--- src/rtl/bfscc_pkg.sv ---
// package for the bus frame sync and crc checker
// holds frame constants, status codes and the crc-16 byte update
// no dependencies
package bfscc_pkg;

  // frame sync pair and opcodes that carry a reading
  localparam logic [7:0] SYNC_FIRST      = 8'hA0;
  localparam logic [7:0] SYNC_SECOND     = 8'h00;
  localparam logic [7:0] OP_TEMPERATURE  = 8'h55;
  localparam logic [7:0] OP_SENSOR_VALUE = 8'h1A;

  // longest payload accepted before a frame is abandoned
  localparam logic [7:0] MAX_PAYLOAD = 8'd124;

  // crc-16/mcrf4xx, reflected
  localparam logic [15:0] CRC_INIT = 16'hFFFF;
  localparam logic [15:0] CRC_POLY = 16'h8408;

  // payload byte positions (frame byte minus four)
  localparam int unsigned HDR_BYTES  = 7;
  localparam logic [7:0]  IDX_SUBOP  = 8'd6;
  localparam logic [7:0]  IDX_RD_HI  = 8'd11;
  localparam logic [7:0]  IDX_RD_LO  = 8'd12;

  typedef enum logic [1:0] {
    STAT_OK      = 2'd0,
    STAT_CRC_BAD = 2'd1,
    STAT_TOO_LONG = 2'd2
  } status_t;

  // one byte through the reflected crc, lsb first
  function automatic logic [15:0] crc_byte(input logic [15:0] crc_in, input logic [7:0] b);
    logic [15:0] c;
    c = crc_in ^ {8'h00, b};
    for (int i = 0; i < 8; i++) begin
      if (c[0]) begin
        c = (c >> 1) ^ CRC_POLY;
      end else begin
        c = c >> 1;
      end
    end
    return c;
  endfunction

  // crc after the two sync bytes
  localparam logic [15:0] CRC_AFTER_SYNC = crc_byte(crc_byte(CRC_INIT, SYNC_FIRST), SYNC_SECOND);

endpackage

--- src/rtl/bus_frame_sync_crc_checker_unit.sv ---
// top level of the bus frame sync and crc checker
// deframes bus bytes, checks crc-16/mcrf4xx and reports one result per frame
// depends on bfscc_pkg
//
//  channel | direction | handshake            | payload
//  in_     | input     | in_valid / in_ready  | in_rx_byte
//  out_    | output    | out_valid / out_ready| status, header fields, reading, crc
//
// one byte is taken per cycle while in_ready is high; phase, crc and header
// fields update at the transfer, and the result register loads in the same edge.
// a frame result shows in the cycle after its last byte (crc low or length byte).
// in_ready drops only while a result is held and out_ready is low.
// rst_n is synchronous, active low, and returns the block to the sync hunt.
module bus_frame_sync_crc_checker_unit #(
  parameter logic [7:0] MAX_PAYLOAD = bfscc_pkg::MAX_PAYLOAD
) (
  input  logic        clk,
  input  logic        rst_n,
  input  logic        in_valid,
  output logic        in_ready,
  input  logic [7:0]  in_rx_byte,
  output logic        out_valid,
  input  logic        out_ready,
  output logic [1:0]  out_status,
  output logic [7:0]  out_frame_opcode,
  output logic [7:0]  out_payload_length,
  output logic [15:0] out_source_address,
  output logic [7:0]  out_source_access,
  output logic [15:0] out_dest_address,
  output logic [7:0]  out_dest_access,
  output logic [7:0]  out_sub_opcode,
  output logic [15:0] out_reading,
  output logic [15:0] out_computed_crc
);

  typedef enum logic [2:0] {
    PH_HUNT0,
    PH_HUNT1,
    PH_OPCODE,
    PH_LENGTH,
    PH_PAYLOAD,
    PH_CRCHI,
    PH_CRCLO
  } phase_t;

  phase_t      phase_r, phase_nxt;
  logic [7:0]  idx_r, idx_nxt;
  logic [15:0] crc_r, crc_nxt;
  logic [7:0]  len_r, len_nxt;
  logic [7:0]  op_r, op_nxt;
  logic [7:0]  hdr_r [bfscc_pkg::HDR_BYTES];
  logic [7:0]  hdr_nxt [bfscc_pkg::HDR_BYTES];
  logic [15:0] rd_r, rd_nxt;
  logic [7:0]  crc_hi_r, crc_hi_nxt;

  logic        out_valid_r, out_valid_nxt;
  logic [1:0]  status_r, status_nxt;
  logic [7:0]  o_op_r, o_op_nxt;
  logic [7:0]  o_len_r, o_len_nxt;
  logic [15:0] o_src_r, o_src_nxt;
  logic [7:0]  o_src_acc_r, o_src_acc_nxt;
  logic [15:0] o_dst_r, o_dst_nxt;
  logic [7:0]  o_dst_acc_r, o_dst_acc_nxt;
  logic [7:0]  o_sub_r, o_sub_nxt;
  logic [15:0] o_rd_r, o_rd_nxt;
  logic [15:0] o_crc_r, o_crc_nxt;

  logic        in_xfer;
  logic [7:0]  b;
  logic [15:0] crc_upd;
  logic [8:0]  idx_inc;
  logic        emit;
  logic        emit_full;

  // a new byte may enter whenever the output register is free or draining
  assign in_ready = !out_valid_r || out_ready;
  assign in_xfer  = in_valid && in_ready;
  assign b        = in_rx_byte;
  assign crc_upd  = bfscc_pkg::crc_byte(crc_r, b);
  assign idx_inc  = {1'b0, idx_r} + 9'd1;

  // frame state walk
  always_comb begin
    phase_nxt  = phase_r;
    idx_nxt    = idx_r;
    crc_nxt    = crc_r;
    len_nxt    = len_r;
    op_nxt     = op_r;
    hdr_nxt    = hdr_r;
    rd_nxt     = rd_r;
    crc_hi_nxt = crc_hi_r;
    emit       = 1'b0;
    emit_full  = 1'b0;
    status_nxt = status_r;
    if (in_xfer) begin
      unique case (phase_r)
        PH_HUNT0: begin
          if (b == bfscc_pkg::SYNC_FIRST) begin
            phase_nxt = PH_HUNT1;
          end
        end
        PH_HUNT1: begin
          if (b == bfscc_pkg::SYNC_SECOND) begin
            crc_nxt    = bfscc_pkg::CRC_AFTER_SYNC;
            idx_nxt    = '0;
            len_nxt    = '0;
            op_nxt     = '0;
            rd_nxt     = '0;
            crc_hi_nxt = '0;
            for (int i = 0; i < bfscc_pkg::HDR_BYTES; i++) begin
              hdr_nxt[i] = '0;
            end
            phase_nxt = PH_OPCODE;
          end else if (b != bfscc_pkg::SYNC_FIRST) begin
            phase_nxt = PH_HUNT0;
          end
        end
        PH_OPCODE: begin
          op_nxt    = b;
          crc_nxt   = crc_upd;
          phase_nxt = PH_LENGTH;
        end
        PH_LENGTH: begin
          len_nxt = b;
          crc_nxt = crc_upd;
          idx_nxt = '0;
          if (b > MAX_PAYLOAD) begin
            emit       = 1'b1;
            status_nxt = bfscc_pkg::STAT_TOO_LONG;
            phase_nxt  = PH_HUNT0;
          end else if (b == 8'd0) begin
            phase_nxt = PH_CRCHI;
          end else begin
            phase_nxt = PH_PAYLOAD;
          end
        end
        PH_PAYLOAD: begin
          crc_nxt = crc_upd;
          if (idx_r <= bfscc_pkg::IDX_SUBOP) begin
            hdr_nxt[idx_r[2:0]] = b;
          end
          if (op_r == bfscc_pkg::OP_TEMPERATURE && idx_r == bfscc_pkg::IDX_SUBOP) begin
            rd_nxt = {8'h00, b};
          end
          if (op_r == bfscc_pkg::OP_SENSOR_VALUE) begin
            if (idx_r == bfscc_pkg::IDX_RD_HI) begin
              rd_nxt = {b, rd_r[7:0]};
            end else if (idx_r == bfscc_pkg::IDX_RD_LO) begin
              rd_nxt = {rd_r[15:8], b};
            end
          end
          idx_nxt = idx_inc[7:0];
          if (idx_inc >= {1'b0, len_r}) begin
            phase_nxt = PH_CRCHI;
          end
        end
        PH_CRCHI: begin
          crc_hi_nxt = b;
          phase_nxt  = PH_CRCLO;
        end
        PH_CRCLO: begin
          emit      = 1'b1;
          emit_full = 1'b1;
          if (crc_r[15:8] == crc_hi_r && crc_r[7:0] == b) begin
            status_nxt = bfscc_pkg::STAT_OK;
          end else begin
            status_nxt = bfscc_pkg::STAT_CRC_BAD;
          end
          phase_nxt = PH_HUNT0;
        end
        default: begin
          phase_nxt = PH_HUNT0;
        end
      endcase
    end
  end

  // result register load
  always_comb begin
    out_valid_nxt = out_valid_r && !out_ready;
    o_op_nxt      = o_op_r;
    o_len_nxt     = o_len_r;
    o_src_nxt     = o_src_r;
    o_src_acc_nxt = o_src_acc_r;
    o_dst_nxt     = o_dst_r;
    o_dst_acc_nxt = o_dst_acc_r;
    o_sub_nxt     = o_sub_r;
    o_rd_nxt      = o_rd_r;
    o_crc_nxt     = o_crc_r;
    if (emit) begin
      out_valid_nxt = 1'b1;
      o_op_nxt      = op_nxt;
      o_len_nxt     = len_nxt;
      o_crc_nxt     = crc_nxt;
      if (emit_full) begin
        o_src_nxt     = {hdr_r[0], hdr_r[2]};
        o_src_acc_nxt = hdr_r[1];
        o_dst_nxt     = {hdr_r[5], hdr_r[4]};
        o_dst_acc_nxt = hdr_r[3];
        o_sub_nxt     = hdr_r[6];
        o_rd_nxt      = rd_r;
      end else begin
        o_src_nxt     = '0;
        o_src_acc_nxt = '0;
        o_dst_nxt     = '0;
        o_dst_acc_nxt = '0;
        o_sub_nxt     = '0;
        o_rd_nxt      = '0;
      end
    end
  end

  // state and result registers
  always_ff @(posedge clk) begin
    if (!rst_n) begin
      phase_r     <= PH_HUNT0;
      out_valid_r <= 1'b0;
      idx_r       <= '0;
      crc_r       <= bfscc_pkg::CRC_INIT;
      len_r       <= '0;
      op_r        <= '0;
      rd_r        <= '0;
      crc_hi_r    <= '0;
      status_r    <= bfscc_pkg::STAT_OK;
      for (int i = 0; i < bfscc_pkg::HDR_BYTES; i++) begin
        hdr_r[i] <= '0;
      end
    end else begin
      phase_r     <= phase_nxt;
      out_valid_r <= out_valid_nxt;
      idx_r       <= idx_nxt;
      crc_r       <= crc_nxt;
      len_r       <= len_nxt;
      op_r        <= op_nxt;
      rd_r        <= rd_nxt;
      crc_hi_r    <= crc_hi_nxt;
      status_r    <= status_nxt;
      hdr_r       <= hdr_nxt;
    end
    o_op_r      <= o_op_nxt;
    o_len_r     <= o_len_nxt;
    o_src_r     <= o_src_nxt;
    o_src_acc_r <= o_src_acc_nxt;
    o_dst_r     <= o_dst_nxt;
    o_dst_acc_r <= o_dst_acc_nxt;
    o_sub_r     <= o_sub_nxt;
    o_rd_r      <= o_rd_nxt;
    o_crc_r     <= o_crc_nxt;
  end

  // result outputs
  assign out_valid          = out_valid_r;
  assign out_status         = status_r;
  assign out_frame_opcode   = o_op_r;
  assign out_payload_length = o_len_r;
  assign out_source_address = o_src_r;
  assign out_source_access  = o_src_acc_r;
  assign out_dest_address   = o_dst_r;
  assign out_dest_access    = o_dst_acc_r;
  assign out_sub_opcode     = o_sub_r;
  assign out_reading        = o_rd_r;
  assign out_computed_crc   = o_crc_r;

endmodule

--- config.mk ---
export PLATFORM = sky130hd
export DESIGN_NAME = bus_frame_sync_crc_checker_unit
export DESIGN_NICKNAME = d
export VERILOG_FILES = /design/src/rtl/bfscc_pkg.sv /design/src/rtl/bus_frame_sync_crc_checker_unit.sv
export SDC_FILE = /design/constraint.sdc
export NUM_CORES = 1
export LEC_CHECK = 0
export BUFFER_PORTS_ARGS = -buffer_cell sky130_fd_sc_hd__buf_2
export CAP_MARGIN = 0
export CORE_UTILIZATION = 30
export CTS_CLUSTER_SIZE = 25
export DETAILED_ROUTE_END_ITERATION = 7
export PLACE_DENSITY = 0.5
export SYNTH_ARGS = -nofsm -noshare
export SYNTH_HDL_FRONTEND = slang
export SYNTH_SLANG_ARGS = --single-unit
--- constraint.sdc ---
create_clock -name clk -period 18.75 [get_ports clk]
set_input_delay 3.75 -clock clk [delete_from_list [all_inputs] [get_ports clk]]
set_output_delay 3.75 -clock clk [all_outputs]
set_load 0.01 [all_outputs]
==> results.md <==
* Status: complete, no violations
* Die ar. at 31,700 um2
* Met3 wire len at 1.15 mm
* Die height at 178 um
* I/O pin cnt at 120
* First-pass DRT Iterations at 4
* Critical path data arrival time at 4.33 ns
* Hold Crit Class: reg2reg
* CP Cell Sequence: buf_2, nor2b_1, inv_1, buf_2
* Post-cts resize count at 0
* Layout Cells excl Fill at 1,317
* Final Skew at 0.0127 ns
* Multi-input gate area at 3400 um2
* Nature of the critical path startpoint: primary input
* Post-layout util at 0.361
* Clk buf depth at 3
* CTS tree: yes
* Hold Path Origin: hdr_r[38]
* Met1 Routed Length at 11.4 mm
* Leak pwr at 0.00420 uW
* Placement Setup Slack at 10.66 ns
* Routed vias/inst at 4.84
* Number of synthesized register bits at 230
* Die width at 178 um
* Max-slew headroom at 0.221
* Hold_ws at 0.462 ns
* Num Clock Sinks at 230
* Max-Cap Viols at 0
* Reg2reg end: out_dest_access[0]
* Crit path max-delay cell type: nor2b_1
* Wire length on met2 at 10.9 mm
* Post-route worst setup slack at 10.67 ns
* Proportion of layout cells with a drive suffix above 1 at 0.211
* Delay-heaviest family, CP: buffers and inverters
* All-Layer GR Usage at 0.151
* Hold buffers post-CTS at 0
* Port bufs at 119
* Antenna violations before repair at 0
* Power Dens Cells at 92.3 nW/um2
* First-pass GRT wire length at 37.1 mm
* Clock slew at reported path FFs at 0.06 ns
* Yosys cell types at 67
* Post-synth EDFFs at 104
* Hold EP: hdr_r[38]
* Fin. Hold Viols at 0
* Grt ovf at 0
* Mapped Area at 9280 um2
* RSZ-0062 raised after global routing: no
* CP Class: in2out
* Main synth FF type: dfxtp_1
* Worst-Skew Late Latency at 0.52 ns
* Vias at 6,370
* Avg Cell Area, Syn at 11.6 um2
* CP dominant cell by count: buf_2
* Asr flop ratio synth at 0
* Reg2reg setup slack at 15.67 ns
* Crit end category: output pin
* Largest net degree at the start of global routing at 74
* Row count at 64
* Post-DR wirelength/cell at 18.2 um
* Register area share after synthesis at 0.608
* Fill cells at 3,037
* Final period utilization at 0.431
* Root buf cell: clkbuf_16
* TritonCTS Buffers at 25
* Routability cong. at 0.743
* Least-Margin Pin Slew at 1.16 ns
* Antenna diodes at 0
* Fin crit period at 8.08 ns
* Setup-failing EPs final at 0
* Top cell type's share of synthesized area at 0.336
* Synth-to-layout area growth at 18.6%
* Peak supply drop at 0.0569 mV
* Nets@finish at 926
* Post-CTS setup buffers at 0
* Register area at 5650 um2
* Fmax achieved at 124 MHz
* Vias in the first global route at 6,264
* Htree depth at 1
* Post-synth top area cell: edfxtp_1
* Syn nets at 824
* Initial Util at 0.304
* Post-Route Setup TNS at 0 ns
* Slew Limit Fails at 0
* Routed WL at 23.9 mm
* Dpl hpwl at 15.4 mm
* Max incr delay on CP at 0.18 ns
* WP buf/inv at 3
* DRC at 0
* Worst setup path start: out_ready
* Crit-path max FO at 6
* Reg2Reg Depth at 3
* Hold Path Stages at 2
* Worst reg2reg startpoint: phase_r[1]
* Antenna-violating nets left at 0
* Core Region at 30,500 um2
* Dpl cells at 1,272
* Req. time, crit path at 15.00 ns
* Drt first-iter violations at 427
* Synth warn at 0
* Top post-synthesis cells by area: edfxtp_1 34%, dfxtp_1 27%, and2_1 6.4%
* Mapped Cells at 801
* Highest routed layer: met4
[cells by family (layout without fill, tap and decap cells)]
kind of cell	Yosys count	after routing	share of synthesized area
AOI/OAI and AO/OA	177	177	0.147
buffers and inverters	60	180	0.0272
DFF	230	230	0.608
adders and majority gates	11	11	0.0148
and+or+nand+nor	286	286	0.168
xor gates and xnor gates	37	37	0.0349
[through the flow]
stage / instance area, um2 / power, uW
4_1_cts: 11000 / 1030
6_report: 11000 / 1020
3_3_place_gp: 10200 / 550
5_1_grt: 11000 / 1050
2_1_floorplan: 9280 / 543
3_5_place_dp: 10200 / 550
[worst min-delay path: cells and delay by family, from the launching register on]
family	cells	cell delay, ns
AO/OA/AOI/OAI	1	0.06
flip-flops	1	0.30
AND/OR/NAND/NOR	1	0.05
[state kept, by name, indices dropped and copies added, names as in the netlist]
name,flops
phase_r,3
out_dest_access,8
len_r,8
out_computed_crc,16
out_payload_length,8
out_status,2
out_frame_opcode,8
rd_r,16
op_r,8
out_source_address,16
out_sub_opcode,8
idx_r,8
hdr_r,56
out_dest_address,16
crc_hi_r,8
out_source_access,8
crc_r,16
out_reading,16
out_valid,1
[power by group]
part,switching [uW],total (uW),internal (uW),leakage [uW]
clock,199,477,278,0.000397
sequential,0.0582,519,519,0.00210
combinational,14.7,19.2,4.51,0.00170
total,214,1020,802,0.00420
[layer usage]
metal | vias to the layer above | global-route usage
met3 | 42 | 0.0251
met1 | 3055 | 0.211
li1 | 3119 | -
met4 | 0 | 0.0402
met2 | 154 | 0.240
met5 | - | 0
[layout make-up]
type / instances / share of cell area
clock inverter: 8 / 0.00364
inverter: 11 / 0.00375
timing repair buffer: 124 / 0.0577
tap: 396 / 0.0450
sequential: 230 / 0.513
multi-input combinational: 511 / 0.309
clock buffer: 37 / 0.0685
[worst max path at each step]
stage | to | depth (start not counted)
3_5_place_dp | in_ready | 4
6_report | in_ready | 4
5_1_grt | in_ready | 4
4_1_cts | in_ready | 4
3_3_place_gp | in_ready | 4
2_1_floorplan | out_status[1] | 6
[cells in the mapped netlist, types with 5 or more instances]
cell type and instances:
edfxtp_1 104, xor2_1 13, and3_1 7, nand2b_1 13, nand3_1 15, o22a_1 8
a21oi_1 13, ha_1 11, o21ai_0 12, inv_1 11, a22o_1 24, o21a_1 13
and2_1 95, buf_2 9, o22ai_1 56, clkbuf_1 36, o211ai_1 9, or2_2 5
nor2_1 19, dfxtp_1 126, nor2b_1 6, nand2_1 92, xnor2_1 24, o221a_2 9
a32o_1 8
[layout by cell type (no fill, tap or decap), types with 6 or more instances in the layout]
cell type	instances
and3_1	7
and2_1	95
clkinv_2	6
dfxtp_1	126
ha_1	11
nor2_1	17
a21oi_1	13
o211ai_1	9
a22o_1	24
o21ai_0	12
buf_4	6
nand2_1	92
a32o_1	8
o22ai_1	56
inv_1	11
clkbuf_16	28
buf_2	118
edfxtp_1	104
o21a_1	13
xor2_1	13
clkbuf_1	7
nand2b_1	13
nand3_1	15
o22a_1	8
xnor2_1	24
o221a_2	9
nor2b_1	6
No activity file was read; power rests on OpenSTA's default activity.
